--- src/sv/pqsr_pkg.sv ---
package pqsr_pkg;

	// Queue geometry
	localparam int DEPTH      = 16;
	localparam int DATA_WIDTH = 32;
	localparam int PRIO_WIDTH = 8;
	localparam int IDX_W      = (DEPTH > 1) ? $clog2(DEPTH) : 1;
	localparam int CNT_W      = $clog2(DEPTH + 1);
	localparam int WORD_W     = DATA_WIDTH + PRIO_WIDTH;

	// Action codes
	localparam logic ACT_PUSH = 1'b0;
	localparam logic ACT_POP  = 1'b1;

	// Status codes
	localparam logic [1:0] ST_DONE  = 2'd0;
	localparam logic [1:0] ST_FULL  = 2'd1;
	localparam logic [1:0] ST_EMPTY = 2'd2;

	typedef struct packed {
		logic                  action;
		logic [DATA_WIDTH-1:0] data_in;
		logic [PRIO_WIDTH-1:0] prio_in;
	} req_t;

	typedef struct packed {
		logic [1:0]            status;
		logic [DATA_WIDTH-1:0] data_out;
		logic [PRIO_WIDTH-1:0] prio_out;
		logic [CNT_W-1:0]      fill_level;
	} rsp_t;

	// Commands from the controller to the datapath
	typedef struct packed {
		logic push;
		logic rej_full;
		logic rej_empty;
		logic scan_init;
		logic rd_issue;
		logic shift;
		logic shift_init;
		logic take_head;
		logic finish_shift;
		logic resp_load;
	} ctl_cmd_t;

	// Status from the datapath to the controller
	typedef struct packed {
		logic full;
		logic empty;
		logic rem_zero;
		logic rd_busy;
		logic best_at_head;
		logic ptr_at_tail;
		logic out_free;
	} ctl_sts_t;

	// Ring index stepping, valid for any depth
	function automatic logic [IDX_W-1:0] next_idx(input logic [IDX_W-1:0] i);
		return (i == IDX_W'(DEPTH - 1)) ? '0 : i + 1'b1;
	endfunction

	function automatic logic [IDX_W-1:0] prev_idx(input logic [IDX_W-1:0] i);
		return (i == '0) ? IDX_W'(DEPTH - 1) : i - 1'b1;
	endfunction

endpackage

--- src/sv/priority_queue_scan_remove.sv ---
// Channel  Direction  Payload             Handshake
// req      into       pqsr_pkg::req_t     req_valid / req_stall
// rsp      out of     pqsr_pkg::rsp_t     rsp_valid / rsp_stall
//
// A push or a rejected item is accepted, then its result is loaded.
// A pop over n held entries is accepted, scanned through the single read port of the entry
// store, picked, has its gap closed when the pick is not the head, then loaded.
// One item is worked at a time; req_stall is high from acceptance until its result is loaded.
// A waiting result does not hold up the next item, only the next result load.
// arst_n clears pointers, fill count and handshake state; the entry store is not cleared.
module priority_queue_scan_remove (
	input  logic             clk,
	input  logic             arst_n,
	input  logic             req_valid,
	output logic             req_stall,
	input  pqsr_pkg::req_t   req,
	output logic             rsp_valid,
	input  logic             rsp_stall,
	output pqsr_pkg::rsp_t   rsp
);

	import pqsr_pkg::*;

	ctl_cmd_t cmd;
	ctl_sts_t sts;

	pqsr_ctrl u_ctrl (
		.clk      (clk),
		.arst_n   (arst_n),
		.req_valid(req_valid),
		.req_stall(req_stall),
		.action   (req.action),
		.sts      (sts),
		.cmd      (cmd)
	);

	pqsr_dp u_dp (
		.clk      (clk),
		.arst_n   (arst_n),
		.req      (req),
		.cmd      (cmd),
		.sts      (sts),
		.rsp_valid(rsp_valid),
		.rsp_stall(rsp_stall),
		.rsp      (rsp)
	);

endmodule

--- src/sv/pqsr_ram.sv ---
module pqsr_ram #(
	parameter int WIDTH = 8,
	parameter int DEPTH = 16
) (
	input  logic                                     clk,
	input  logic                                     wr_en,
	input  logic [((DEPTH > 1) ? $clog2(DEPTH) : 1)-1:0] wr_addr,
	input  logic [WIDTH-1:0]                         wr_data,
	input  logic                                     rd_en,
	input  logic [((DEPTH > 1) ? $clog2(DEPTH) : 1)-1:0] rd_addr,
	output logic [WIDTH-1:0]                         rd_data
);

	logic [WIDTH-1:0] mem_q [DEPTH];

	// Write one word, read one word with registered output
	always_ff @(posedge clk) begin
		if (wr_en) begin
			mem_q[wr_addr] <= wr_data;
		end
		if (rd_en) begin
			rd_data <= mem_q[rd_addr];
		end
	end

endmodule

--- src/sv/pqsr_ctrl.sv ---
module pqsr_ctrl (
	input  logic              clk,
	input  logic              arst_n,
	input  logic              req_valid,
	output logic              req_stall,
	input  logic              action,
	input  pqsr_pkg::ctl_sts_t sts,
	output pqsr_pkg::ctl_cmd_t cmd
);

	import pqsr_pkg::*;

	typedef enum logic [4:0] {
		S_IDLE  = 5'b00001,
		S_SCAN  = 5'b00010,
		S_PICK  = 5'b00100,
		S_SHIFT = 5'b01000,
		S_RESP  = 5'b10000
	} state_t;

	state_t state_q, state_d;
	logic   accept;

	assign req_stall = (state_q != S_IDLE);
	assign accept    = req_valid && (state_q == S_IDLE);

	// Sequence one item at a time
	always_comb begin
		state_d = state_q;
		cmd     = '0;
		case (state_q)
			S_IDLE: begin
				if (accept) begin
					if (action == ACT_PUSH) begin
						cmd.push     = !sts.full;
						cmd.rej_full = sts.full;
						state_d      = S_RESP;
					end else if (sts.empty) begin
						cmd.rej_empty = 1'b1;
						state_d       = S_RESP;
					end else begin
						cmd.scan_init = 1'b1;
						state_d       = S_SCAN;
					end
				end
			end
			S_SCAN: begin
				if (!sts.rem_zero) begin
					cmd.rd_issue = 1'b1;
				end else if (!sts.rd_busy) begin
					state_d = S_PICK;
				end
			end
			S_PICK: begin
				if (sts.best_at_head) begin
					cmd.take_head = 1'b1;
					state_d       = S_RESP;
				end else begin
					cmd.shift_init = 1'b1;
					state_d        = S_SHIFT;
				end
			end
			S_SHIFT: begin
				cmd.shift = 1'b1;
				if (!sts.ptr_at_tail) begin
					cmd.rd_issue = 1'b1;
				end else if (!sts.rd_busy) begin
					cmd.finish_shift = 1'b1;
					state_d          = S_RESP;
				end
			end
			S_RESP: begin
				if (sts.out_free) begin
					cmd.resp_load = 1'b1;
					state_d       = S_IDLE;
				end
			end
			default: begin
				state_d = S_IDLE;
			end
		endcase
	end

	always_ff @(posedge clk or negedge arst_n) begin
		if (!arst_n) begin
			state_q <= S_IDLE;
		end else begin
			state_q <= state_d;
		end
	end

	// A gap is closed only after a pick away from the head
	a_shift_after_pick: assert property (@(posedge clk) disable iff (!arst_n)
		$rose(state_q == S_SHIFT) |-> $past(state_q == S_PICK) && $past(!sts.best_at_head))
		else $error("shift entered without a pick behind the head");

	// Pick follows a finished scan
	a_pick_after_scan: assert property (@(posedge clk) disable iff (!arst_n)
		(state_q == S_PICK) |-> $past(state_q == S_SCAN) && $past(sts.rem_zero))
		else $error("pick reached before the scan ended");

	// Stall drops only on leaving the response state
	a_stall_release: assert property (@(posedge clk) disable iff (!arst_n)
		$fell(req_stall) |-> $past(cmd.resp_load))
		else $error("stall released without loading a response");

endmodule

--- src/sv/pqsr_dp.sv ---
module pqsr_dp (
	input  logic               clk,
	input  logic               arst_n,
	input  pqsr_pkg::req_t     req,
	input  pqsr_pkg::ctl_cmd_t cmd,
	output pqsr_pkg::ctl_sts_t sts,
	output logic               rsp_valid,
	input  logic               rsp_stall,
	output pqsr_pkg::rsp_t     rsp
);

	import pqsr_pkg::*;

	logic [IDX_W-1:0]      head_q, tail_q, ptr_q, best_idx_q, rd_idx_s1;
	logic [CNT_W-1:0]      count_q, rem_q;
	logic                  rd_vld_s1, best_vld_q, out_valid_q;
	logic [PRIO_WIDTH-1:0] best_prio_q;
	logic [DATA_WIDTH-1:0] best_data_q;
	rsp_t                  res_q, out_q;

	logic                  wr_en, wr_shift, take_new;
	logic [IDX_W-1:0]      wr_addr;
	logic [WORD_W-1:0]     wr_data, rd_data;
	logic [DATA_WIDTH-1:0] rd_dat;
	logic [PRIO_WIDTH-1:0] rd_prio;

	assign rd_dat  = rd_data[WORD_W-1:PRIO_WIDTH];
	assign rd_prio = rd_data[PRIO_WIDTH-1:0];

	// Write at the tail on push, one slot back from the read during a shift
	assign wr_shift = rd_vld_s1 && cmd.shift;
	assign wr_en    = cmd.push || wr_shift;
	assign wr_addr  = cmd.push ? tail_q : prev_idx(rd_idx_s1);
	assign wr_data  = cmd.push ? {req.data_in, req.prio_in} : rd_data;

	pqsr_ram #(
		.WIDTH(WORD_W),
		.DEPTH(DEPTH)
	) u_ram (
		.clk    (clk),
		.wr_en  (wr_en),
		.wr_addr(wr_addr),
		.wr_data(wr_data),
		.rd_en  (cmd.rd_issue),
		.rd_addr(ptr_q),
		.rd_data(rd_data)
	);

	// Strict compare keeps the earliest entry on a tie
	assign take_new = rd_vld_s1 && !cmd.shift && (!best_vld_q || (rd_prio > best_prio_q));

	assign sts.full         = (count_q == CNT_W'(DEPTH));
	assign sts.empty        = (count_q == '0);
	assign sts.rem_zero     = (rem_q == '0);
	assign sts.rd_busy      = rd_vld_s1;
	assign sts.best_at_head = (best_idx_q == head_q);
	assign sts.ptr_at_tail  = (ptr_q == tail_q);
	assign sts.out_free     = !out_valid_q || !rsp_stall;

	// Ring pointers and fill count
	always_ff @(posedge clk or negedge arst_n) begin
		if (!arst_n) begin
			head_q    <= '0;
			tail_q    <= '0;
			count_q   <= '0;
			rd_vld_s1 <= 1'b0;
		end else begin
			rd_vld_s1 <= cmd.rd_issue;
			if (cmd.push) begin
				tail_q  <= next_idx(tail_q);
				count_q <= count_q + 1'b1;
			end
			if (cmd.take_head) begin
				head_q  <= next_idx(head_q);
				count_q <= count_q - 1'b1;
			end
			if (cmd.finish_shift) begin
				tail_q  <= prev_idx(tail_q);
				count_q <= count_q - 1'b1;
			end
		end
	end

	// Walk pointer, remaining count and best candidate
	always_ff @(posedge clk) begin
		rd_idx_s1 <= ptr_q;
		if (cmd.scan_init) begin
			ptr_q      <= head_q;
			rem_q      <= count_q;
			best_vld_q <= 1'b0;
		end else if (cmd.shift_init) begin
			ptr_q <= next_idx(best_idx_q);
		end else if (cmd.rd_issue) begin
			ptr_q <= next_idx(ptr_q);
			if (!cmd.shift) begin
				rem_q <= rem_q - 1'b1;
			end
		end
		if (take_new) begin
			best_vld_q  <= 1'b1;
			best_idx_q  <= rd_idx_s1;
			best_prio_q <= rd_prio;
			best_data_q <= rd_dat;
		end
	end

	// Build the pending result
	always_ff @(posedge clk) begin
		if (cmd.push) begin
			res_q <= '{status: ST_DONE, data_out: '0, prio_out: '0,
				fill_level: count_q + 1'b1};
		end else if (cmd.rej_full) begin
			res_q <= '{status: ST_FULL, data_out: '0, prio_out: '0, fill_level: count_q};
		end else if (cmd.rej_empty) begin
			res_q <= '{status: ST_EMPTY, data_out: '0, prio_out: '0, fill_level: count_q};
		end else if (cmd.take_head || cmd.finish_shift) begin
			res_q <= '{status: ST_DONE, data_out: best_data_q, prio_out: best_prio_q,
				fill_level: count_q - 1'b1};
		end
	end

	// Output register: hold the beat until it is taken
	always_ff @(posedge clk or negedge arst_n) begin
		if (!arst_n) begin
			out_valid_q <= 1'b0;
		end else if (cmd.resp_load) begin
			out_valid_q <= 1'b1;
		end else if (!rsp_stall) begin
			out_valid_q <= 1'b0;
		end
	end

	always_ff @(posedge clk) begin
		if (cmd.resp_load) begin
			out_q <= res_q;
		end
	end

	assign rsp_valid = out_valid_q;
	assign rsp       = out_q;

	a_count_range: assert property (@(posedge clk) disable iff (!arst_n)
		count_q <= CNT_W'(DEPTH))
		else $error("fill count beyond depth");

	a_ring_shape: assert property (@(posedge clk) disable iff (!arst_n)
		(head_q == tail_q) == (count_q == '0 || count_q == CNT_W'(DEPTH)))
		else $error("head, tail and count disagree");

	a_reject_zero: assert property (@(posedge clk) disable iff (!arst_n)
		out_valid_q && (out_q.status != ST_DONE) |-> (out_q.data_out == '0)
			&& (out_q.prio_out == '0))
		else $error("rejected beat carries a payload");

	a_write_excl: assert property (@(posedge clk) disable iff (!arst_n)
		!(cmd.push && wr_shift))
		else $error("push and shift write collide");

endmodule

--- config.mk ---
export PLATFORM = sky130hd
export DESIGN_NAME = priority_queue_scan_remove
export DESIGN_NICKNAME = d
export VERILOG_FILES = /design/src/sv/pqsr_pkg.sv /design/src/sv/priority_queue_scan_remove.sv /design/src/sv/pqsr_ram.sv /design/src/sv/pqsr_ctrl.sv /design/src/sv/pqsr_dp.sv
export SDC_FILE = /design/constraint.sdc
export NUM_CORES = 1
export LEC_CHECK = 0
export BUFFER_PORTS_ARGS = -buffer_cell sky130_fd_sc_hd__buf_2
export CORE_ASPECT_RATIO = 2
export CORE_MARGIN = 2
export CORE_UTILIZATION = 25
export CTS_CLUSTER_DIAMETER = 50
export CTS_CLUSTER_SIZE = 28
export DETAILED_ROUTE_END_ITERATION = 10
export GPL_TIMING_DRIVEN = 0
export PLACE_DENSITY_LB_ADDON = 0.08
export SLEW_MARGIN = 10
export SYNTH_ARGS = -nofsm -noshare
export SYNTH_HDL_FRONTEND = slang
export SYNTH_HIERARCHICAL = 1
export SYNTH_SLANG_ARGS = --single-unit
export TNS_END_PERCENT = 5
--- constraint.sdc ---
create_clock -name clk -period 8.2 [get_ports clk]
set_clock_uncertainty 0.1 [all_clocks]
set_input_delay 0.82 -clock clk [delete_from_list [all_inputs] [get_ports clk]]
set_output_delay 0.82 -clock clk [all_outputs]
set_load 0.02 [all_outputs]
==> results by group, run 1 <==
Finish
  – Filler cell count: 12,700
  – Most frequent cells in the layout: 785 x edfxtp_1, 150 x nand2_1, 117 x buf_2
  – Most common cell after layout, fill and taps aside: edfxtp_1
  – Final nets: 1,950
  – Layout cell share with drive strength beyond 1: 26.4%
  – Post-synthesis to final-layout area growth: 19.6%

Yosys
  – Synth unique cells: 65
  – Mux cell area share after synthesis: 13.2%
  – Synth Net Count: 1,720
  – Synthesized-area fraction occupied by adder cells: 0.722%
  – YS warnings: 6
  – Cell Area, Synth: 32,900 µm²
  – EDFF count, synth: 785
  – Xor and xnor fraction of the mapped netlist area: 0.585%
  – Largest family of logic cells by synthesized area: multiplexers
  – Sequential area share after synthesis: 76.0%
  – Mapped Cells: 1,656
  – #FFs+latches synth: 852
  – Post-synthesis compound-gate area fraction: 3.92%
  – Ys flop type: edfxtp_1
  – Simple-gate portion of the synthesized area: 3.44%
  – Syn avg cell area: 19.9 µm²
  – Async SR Flop Fraction: 2.35%

Setup path
  – Startpoint types: flop
  – Critical Path AT: 5.35 ns
  – Worst Path Required: 8.46 ns
  – Max Fanout on Critical Path: 10
  – Crit. End Element: flop
  – CP Class: reg2reg

Floorplan
  – Die Height: 517 µm
  – Row count: 188
  – Top Ports: 94
  – Die area: 135,000 µm²
  – Die Span X: 261 µm
  – Area of the core: 131,000 µm²
  – Starting Density: 25.1%

Pwr
  – Max rail drop VDD: 122 µV
  – Leakage: 12.8 nW
  – Power per cell area: 304 nW/µm²
  – Overall Power: 12.0 mW

Detailed routing
  – DRT antenna net count: 0
  – TritonRoute pass-1 iters: 5
  – Routed wire length: 94.6 mm
  – Avg WL per Cell: 25.9 µm
  – Initial DRC count: 1,063
  – Vias per inst: 4.45
  – Vias: 16,300
  – Remaining DRCs: 0

Global routing
  – Vias in the first global route: 17,600
  – GR Overflow Total: 0
  – Gr usage total: 14.2%
  – Top Usage Layer GRT: met2
  – Largest net degree at the start of global routing: 27
  – GR Util met3: 2.07%
  – GRT met2 Usage: 27.2%
  – Initial antenna violation count: 5
  – GR met1 Demand/Resource: 16.0%
  – First-pass GRT wire length: 133 mm

Clock network
  – Post_cts resized: 0
  – Clock Latency Late Sink: 0.68 ns
  – CTS Root Cell: clkbuf_16
  – Bufs on Longest Clock Path: 3
  – Clock Pin Slew Worst Setup and Hold Paths: 0.08 ns
  – CTS tree: built
  – Postcts setup bufs: 0
  – H-tree depth: 3
  – Hold-fix buffers at CTS: 0
  – CTS Buf Count: 72
  – Sinks on Clock Net: 852

Placement
  – Routability cong.: 0.742
  – Dpl hpwl: 64.0 mm
  – Port bufs: 93

STA
  – Worst-Margin Slew: 1.19 ns
  – RSZ-0062 raised after global routing: no
  – Final setup viols: 0
  – FMAX: 0.197 GHz
  – Fin Setup TNS: 0 ns
  – Fin. Hold Viols: 0
  – Tcrit/Tclk final: 62.0%
  – Rel. slew slack: 20.7%
  – Slew Viols, Final: 0
  – Min Tclk post-route: 5.08 ns

Job
  – Max-cap violations: 0

Worst hold path
  – Worst Hold Class: in2async

Outcome
  – Status: finished clean
==> layer usage <==
layer,share of wire (%),vias to the layer above,wire (µm)
met2,56,335,52600
li1,-,7189,-
met1,39,8643,36500
met4,2.4,2,2230
met3,3.4,105,3230
met5,0.017,-,16
==> final timing paths <==
check | slack [ns] | from | cells past startpoint | endpoint
worst max-delay path | 3.12 | u_dp/count_q[0] | 13 | u_dp/u_ram/mem_q[0][33]
worst min-delay path | 0.05 | arst_n | 1 | u_dp/count_q[1]
worst max register to register | 3.12 | u_dp/count_q[0] | 13 | u_dp/u_ram/mem_q[0][33]
worst min register to register | 0.32 | u_dp/res_q[31] | 0 | u_dp/rsp[31]
max in group asynchronous | 7.56 | arst_n | 1 | u_dp/count_q[4]
min in group clk | 0.27 | req_valid | 2 | u_ctrl/state_q[0]
==> flip-flops by register name, summed over array words and instances, names as in the netlist, 4 cells and up <==
| signal | count |
|---|---|
| u_dp/best_idx_q | 4 |
| u_dp/best_prio_q | 8 |
| u_dp/rsp | 47 |
| u_dp/u_ram/rd_data | 40 |
| u_ctrl/state_q | 5 |
| u_dp/u_ram/mem_q | 640 |
| u_dp/best_data_q | 32 |
| u_dp/tail_q | 4 |
| u_dp/head_q | 4 |
| u_dp/rd_idx_s1 | 4 |
| u_dp/rem_q | 5 |
| u_dp/ptr_q | 4 |
| u_dp/count_q | 5 |
| u_dp/res_q | 47 |
==> worst max-delay path, cell delays in order (launching register included) <==
cell     delay [ns]
dfrtp_1        0.46
inv_1          0.11
ha_1           0.27
nor3b_2        0.20
and2_1         0.20
nor3_1         0.16
buf_2          0.36
buf_2          0.30
buf_1          0.48
o21ai_0        0.30
or3b_2         0.62
nor3_2         0.63
buf_4          0.33
buf_4          0.23
==> cell families after synthesis <==
logic type | after synthesis
and+or+nand+nor | 253
muxes | 207
AOI/OAI and AO/OA | 194
xor gates and xnor gates | 22
buffers and inverters | 109
DFF | 852
adders and majority gates | 19
==> cell usage after synthesis (3+ instances only) <==
library cell / count / area share [%]
edfxtp_1: 785 / 72
nand2_1: 150 / 1.7
mux4_2: 100 / 6.8
a22oi_1: 81 / 1.8
mux4_1: 60 / 4.8
a21oi_1: 58 / 0.88
dfxtp_1: 47 / 2.9
mux2_2: 42 / 1.4
clkbuf_1: 35 / 0.40
nor2_1: 33 / 0.38
buf_2: 24 / 0.36
inv_1: 24 / 0.27
o21ai_0: 21 / 0.32
dfrtp_1: 19 / 1.4
ha_1: 19 / 0.72
xor2_1: 15 / 0.40
nor3_1: 14 / 0.21
buf_12: 11 / 0.67
nor2b_1: 9 / 0.17
buf_6: 7 / 0.24
nand2b_1: 7 / 0.13
nand3_1: 7 / 0.11
xnor2_1: 7 / 0.19
a211oi_1: 5 / 0.11
buf_4: 5 / 0.11
a21o_1: 4 / 0.091
and2_1: 4 / 0.076
mux2i_1: 4 / 0.12
or3_1: 4 / 0.076
a31oi_1: 3 / 0.057
nand3b_1: 3 / 0.068
nand4_1: 3 / 0.057
o22ai_1: 3 / 0.057
==> power breakdown <==
group,switching (mW),total [mW],leakage (nW),internal (mW)
clock network,1.94,3.78,1.25,1.84
registers,0.148,5.49,7.72,5.35
logic,1.69,2.70,3.84,1.01
==> per-stage QoR <==
stage | utilization, % | cell area, µm² | hold slack (ns) | std cells | setup slack [ns]
6_report | 30.0 | 39400 | 0.0469 | 3655 | 3.12
2_1_floorplan | - | 32900 | 0.300 | 1656 | 2.33
3_3_place_gp | 27.1 | 35500 | 0.309 | 3459 | -3.31
3_5_place_dp | 28.0 | 36700 | 0.308 | 3521 | 3.19
5_1_grt | 30.0 | 39400 | 0.0452 | 3655 | 2.78
4_1_cts | 30.0 | 39300 | 0.00755 | 3653 | 3.13
==> cell type report <==
class	instances	area (µm²)	share of cell area, %
timing repair buffer	156	1560	3.96
antenna	1	2.50	0.00636
inverter	24	90.1	0.229
sequential	852	25000	63.6
clock buffer	76	1860	4.72
buffer	85	602	1.53
tap	1710	2140	5.44
clock inverter	56	741	1.88
multi-input combinational	695	7340	18.7
(Power assumes the default switching activity.)
==> inputs of run 2 (changes only) <==
--- a/config.mk
+++ b/config.mk
@@ -5,6 +5,7 @@
 export SDC_FILE = /design/constraint.sdc
 export NUM_CORES = 1
 export LEC_CHECK = 0
+export ABC_AREA = 1
 export BUFFER_PORTS_ARGS = -buffer_cell sky130_fd_sc_hd__buf_2
 export CORE_ASPECT_RATIO = 2
 export CORE_MARGIN = 2
==> constraint.sdc (replaced) <==
create_clock -name clk -period 4.1 [get_ports clk]
set_clock_uncertainty 0.1 [all_clocks]
set_input_delay 0.41 -clock clk [delete_from_list [all_inputs] [get_ports clk]]
set_output_delay 0.41 -clock clk [all_outputs]
set_load 0.02 [all_outputs]
==> results by group, run 2 <==
Yosys
  – YS warnings: 6
  – Post-synth top cells: 1,101 x nand2_1, 785 x edfxtp_1, 542 x inv_1
  – Synth area leaders: edfxtp_1 65%, nand2_1 11%, nand3_1 7.1%, inv_1 5.6%, dfxtp_1 2.6%
  – Synth unique cells: 43
  – Largest family of logic cells by synthesized area: simple AND/OR/NAND/NOR gates
  – Most common cell in the netlist: nand2_1
  – Synth top area share: 65.2%
  – Cell Area, Synth: 36,100 µm²
  – EDFF count, synth: 785
  – Post-synthesis compound-gate area fraction: 1.55%
  – Xor and xnor fraction of the mapped netlist area: 0.363%
  – Synthesized-area fraction occupied by adder cells: 0.658%
  – Async SR Flop Fraction: 2.35%
  – Simple-gate portion of the synthesized area: 19.7%
  – Syn avg cell area: 10.7 µm²
  – #FFs+latches synth: 852
  – Mux cell area share after synthesis: 0%
  – Synth Net Count: 3,456
  – Mapped Cells: 3,392
  – Area leader, netlist: edfxtp_1
  – Sequential area share after synthesis: 69.2%
  – Ys flop type: edfxtp_1

Placement
  – Post-place setup slack: -0.203 ns
  – Placed inst area: 40,100 µm²
  – Port bufs: 93
  – Dpl hpwl: 89.5 mm
  – Routability cong.: 0.795

Floorplan
  – Die area: 148,000 µm²
  – Top Ports: 94
  – Area of the core: 144,000 µm²
  – Row count: 197
  – Die Height: 542 µm
  – Starting Density: 25.2%
  – Die Span X: 273 µm

Detailed routing
  – Vias per inst: 4.27
  – Remaining DRCs: 0
  – TritonRoute pass-1 iters: 5
  – Avg WL per Cell: 23.0 µm
  – Initial DRC count: 1,444
  – Routed wire length: 128 mm
  – Vias: 23,700
  – DRT antenna net count: 0

Global routing
  – Gr usage total: 17.2%
  – Vias in the first global route: 23,500
  – Top Usage Layer GRT: met2
  – Initial antenna violation count: 2
  – GRT met2 Usage: 33.1%
  – GR Util met3: 1.78%
  – Largest net degree at the start of global routing: 29
  – GR Overflow Total: 0
  – First-pass GRT wire length: 177 mm
  – GR met1 Demand/Resource: 19.3%

Clock network
  – CTS Buf Count: 69
  – Bufs on Longest Clock Path: 3
  – Sinks on Clock Net: 852
  – Clock Pin Slew Worst Setup and Hold Paths: 0.08 ns
  – CTS Root Cell: clkbuf_16
  – H-tree depth: 3
  – Clock Latency Late Sink: 0.69 ns
  – CTS tree: built

Outcome
  – Status: finished clean

STA
  – Min Tclk post-route: 3.86 ns
  – FMAX: 0.259 GHz
  – WHS: 0.162 ns
  – Final setup viols: 0
  – Slew Viols, Final: 0
  – Tcrit/Tclk final: 94.2%
  – Worst-Margin Slew: 1.38 ns
  – Rel. slew slack: 7.67%
  – Fin. Hold Viols: 0
  – RSZ-0062 raised after global routing: no
  – Final WS setup: 0.240 ns

Worst hold path
  – Worst Hold Class: in2async

Setup path
  – Critical Path AT: 4.15 ns
  – Crit. End Element: flop
  – Most used cell, CP: buf_16
  – Worst path slowest cell: dfrtp_1
  – Worst Path Required: 4.39 ns
  – CP Class: reg2reg
  – CP delay by family, top: buffers and inverters
  – FF-to-FF setup slack: 0.24 ns
  – Startpoint types: flop
  – Worst Path Buf+Inv: 7
  – Max incr delay on CP: 0.45 ns
  – Max Fanout on Critical Path: 12
  – Critical path, cell by cell: inv_1 > ha_1 > nand3_2 > nor2_1 > nor3_2 > buf_4 > inv_4 > buf_4 > nor2_1 > a31oi_1 > nand2_1 > nor2_4 > buf_16 > buf_16 > buf_16

Pwr
  – Power per cell area: 637 nW/µm²
  – Max rail drop VDD: 338 µV
  – Leakage: 17.4 nW
  – Overall Power: 27.1 mW

Finish
  – Max reg flops: 640
  – Multi-input logic area: 8190 µm²
  – Final nets: 3,672
  – Final Util: 29.6%
  – Layout cell share with drive strength beyond 1: 12.1%
  – Largest reg by FF count: u_dp/u_ram/mem_q
  – Most frequent cells in the layout: 1,100 x nand2_1, 785 x edfxtp_1, 541 x inv_1
  – Cell area after layout: 42,600 µm²
  – Post-synthesis to final-layout area growth: 17.8%
  – Filler cell count: 14,900
  – Most common cell after layout, fill and taps aside: nand2_1
  – Seq. cell area: 25,000 µm²

Job
  – Max-cap violations: 0
==> run 2: cell types whose count changed in the layout (fill, tap and decap cells not counted), moves of 10 or more <==
cell      delta
a22oi_1     -80
buf_1       +13
buf_2       +49
buf_6       +10
clkbuf_1    -18
inv_1      +517
mux2_2      -42
mux4_1      -60
mux4_2     -100
nand2_1    +950
nand3_1    +504
nor2_1      +11
==> run 2: cells by family after synthesis <==
kind of cell    count (synthesis)
xor+xnor                       15
simple gates                 1692
flops                         852
fa+ha+maj                      19
buf+inv                       712
compound gates                102
==> run 2: timing repair <==
item	in CTS	in global routing
hold buffers	4	0
buffers inserted	2	4
pin swaps	2	6
gates resized for setup	2	2
endpoints found under the setup margin	102	84
hold endpoints to repair	23	0
==> run 2: stage by stage <==
stage	instances	setup TNS, ns
global route	5554	0
finish	5554	0
floorplan	3392	-106.07
CTS	5549	0
global placement	5375	-2234.12
detailed placement	5417	-11.41
==> run 2: cell type report <==
class / instances / area share (%)
diodes: 1 / 0.00588
plain buffers: 161 / 2.38
clock buffers: 72 / 4.18
clock inverters: 54 / 1.48
inverters: 551 / 4.89
multi-input cells: 1828 / 19.2
flip-flops and latches: 852 / 58.7
well taps: 1890 / 5.55
repair buffers: 145 / 3.54
==> run 2: worst paths after layout <==
| check | cells after the start | endpoint | from |
|---|---|---|---|
| setup / recovery | 15 | u_dp/u_ram/mem_q[1][15] | u_dp/count_q[0] |
| hold / removal | 2 | u_dp/head_q[2] | arst_n |
| setup reg to reg | 15 | u_dp/u_ram/mem_q[1][15] | u_dp/count_q[0] |
| hold reg to reg | 0 | u_dp/rsp[26] | u_dp/res_q[26] |
| max in group asynchronous | 2 | u_dp/count_q[3] | arst_n |
| min in group clk | 0 | u_dp/rsp[26] | u_dp/res_q[26] |
==> run 2: metal layers <==
layer  vias up  routed length (µm)
li1      11500                   -
met1     11600               50100
met2       444               69800
met3       142                3750
met4         0                4040
met5         -                   0
==> run 2: power by group <==
part | switching [mW] | internal [mW] | leakage [nW]
logic | 6.43 | 2.12 | 8.56
clock network | 3.71 | 3.56 | 1.17
registers | 0.339 | 11.0 | 7.72
total | 10.5 | 16.7 | 17.4
==> inputs of run 3 (changes only) <==
--- a/config.mk
+++ b/config.mk
@@ -5,7 +5,6 @@
 export SDC_FILE = /design/constraint.sdc
 export NUM_CORES = 1
 export LEC_CHECK = 0
-export ABC_AREA = 1
 export BUFFER_PORTS_ARGS = -buffer_cell sky130_fd_sc_hd__buf_2
 export CORE_ASPECT_RATIO = 2
 export CORE_MARGIN = 2
==> results by group, run 3 (synthesized netlist as in run 1, its figures left out) <==
Placement
  – Placed inst area: 37,000 µm²
  – Port bufs: 93
  – Placed insts: 3,518
  – Dpl hpwl: 65.3 mm
  – Routability cong.: 0.730

STA
  – Final setup viols: 0
  – Fin. Hold Viols: 0
  – Worst-Margin Slew: 1.16 ns
  – Slew Viols, Final: 0
  – Min Tclk post-route: 3.92 ns
  – Tcrit/Tclk final: 95.6%
  – RSZ-0062 raised after global routing: yes
  – Rel. slew slack: 22.9%
  – FMAX: 0.255 GHz

Clock network
  – Clock Pin Slew Worst Setup and Hold Paths: 0.08 ns
  – CTS Root Cell: clkbuf_16
  – Bufs on Longest Clock Path: 3
  – H-tree depth: 3
  – CTS tree: built
  – Sinks on Clock Net: 852
  – CTS Buf Count: 73
  – Clock Latency Late Sink: 0.68 ns

Global routing
  – Vias in the first global route: 17,900
  – Gr usage total: 14.6%
  – First-pass GRT wire length: 137 mm
  – Largest net degree at the start of global routing: 25
  – GR Overflow Total: 0
  – Initial antenna violation count: 4

Finish
  – Max reg flops: 640
  – Layout cell share with drive strength beyond 1: 27.5%
  – Final Util: 30.5%
  – Filler cell count: 12,800
  – Most common cell after layout, fill and taps aside: edfxtp_1
  – Cell Count, Final, Fillers Out: 3,686
  – Post-synthesis to final-layout area growth: 21.6%
  – Cell area after layout: 40,000 µm²
  – Largest reg by FF count: u_dp/u_ram/mem_q
  – Final nets: 1,978
  – Most frequent cells in the layout: 785 x edfxtp_1, 150 x nand2_1, 114 x buf_2

Floorplan
  – Row count: 188
  – Die area: 135,000 µm²
  – Top Ports: 94
  – Die Height: 517 µm
  – Die Span X: 261 µm
  – Starting Density: 25.1%
  – Area of the core: 131,000 µm²

Setup path
  – Startpoint types: flop
  – Worst Path Required: 4.37 ns
  – Max Fanout on Critical Path: 15
  – FF-to-FF setup slack: 0.18 ns
  – CP Class: reg2reg
  – Crit. End Element: flop
  – Critical Path AT: 4.19 ns

Job
  – Max-cap violations: 0

Pwr
  – Power per cell area: 603 nW/µm²
  – Overall Power: 24.1 mW
  – Max rail drop VDD: 261 µV
  – Leakage: 13.1 nW

Detailed routing
  – Avg WL per Cell: 26.1 µm
  – Routed wire length: 96.3 mm
  – Remaining DRCs: 0
  – Vias per inst: 4.49
  – Initial DRC count: 1,256
  – Vias: 16,500
  – TritonRoute pass-1 iters: 5
  – DRT antenna net count: 0

Worst hold path
  – Worst Hold Class: in2reg

Outcome
  – Status: finished clean
## run 3: timing repair
action | CTS | global route
hold buffers | 3 | 0
endpoints found under the setup margin | 656 | 35
endpoints found under the hold margin | 23 | 0
resized for setup | 8 | 1
setup buffers | 28 | 0
pin swaps | 15 | 0
## run 3: power breakdown
group / switching [mW] / internal [mW] / leakage, nW
Combinational: 3.48 / 2.09 / 4.12
Sequential: 0.286 / 10.7 / 7.72
Clock: 3.91 / 3.66 / 1.26
Total: 7.67 / 16.4 / 13.1
## run 3: final timing paths
check                           startpoint                      end  cells past startpoint
min                                 req[0]  u_dp/u_ram/mem_q[14][0]                      3
max reg2reg                u_dp/count_q[0]   u_dp/u_ram/mem_q[3][3]                     13
min in group asynchronous           arst_n           u_dp/rsp_valid                      2
max                        u_dp/count_q[0]   u_dp/u_ram/mem_q[3][3]                     13
min reg2reg                  u_dp/res_q[2]              u_dp/rsp[2]                      0
max in group asynchronous           arst_n           u_dp/rd_vld_s1                      2
## run 3: layout make-up
class	instances	area (µm²)	share of cell area (%)
Multi-Input combinational cell	695	7390	18.5
Tap cell	1710	2140	5.35
Sequential cell	852	25000	62.5
Clock buffer	77	1870	4.68
Antenna cell	3	7.51	0.0188
Timing Repair Buffer	184	2170	5.41
Clock inverter	57	733	1.83
Buffer	84	608	1.52
Inverter	24	90.1	0.225
## run 3: routing by layer
layer / GRT usage (%) / routed length (µm) / vias up
met3: 2.14 / 3080 / 92
met5: 0 / 0 / -
met1: 17.3 / 38800 / 8868
li1: - / - / 7257
met4: 3.47 / 1740 / 0
met2: 27.3 / 52600 / 319
## run 3: metrics by stage
step,hold slack (ns),TNS [ns],setup slack (ns)
CTS,0.0367,0,0.129
floorplan,0.0144,-360.77,-0.680
global placement,0.310,-3073.60,-4.89
finish,0.0730,0,0.179
detailed placement,0.305,-596.10,-1.48
global route,0.0855,-0.632,-0.0351
## run 3: critical path: stages, from the launching register on
cell and delay [ns]:
dfrtp_1 0.46, inv_1 0.12, ha_1 0.27, nor3b_2 0.20, and2_1 0.20, nor3_1 0.23
buf_6 0.16, buf_4 0.20, a211oi_1 0.09, a21oi_2 0.50, nand2_1 0.41, nor2_4 0.23
buf_12 0.20, buf_12 0.20
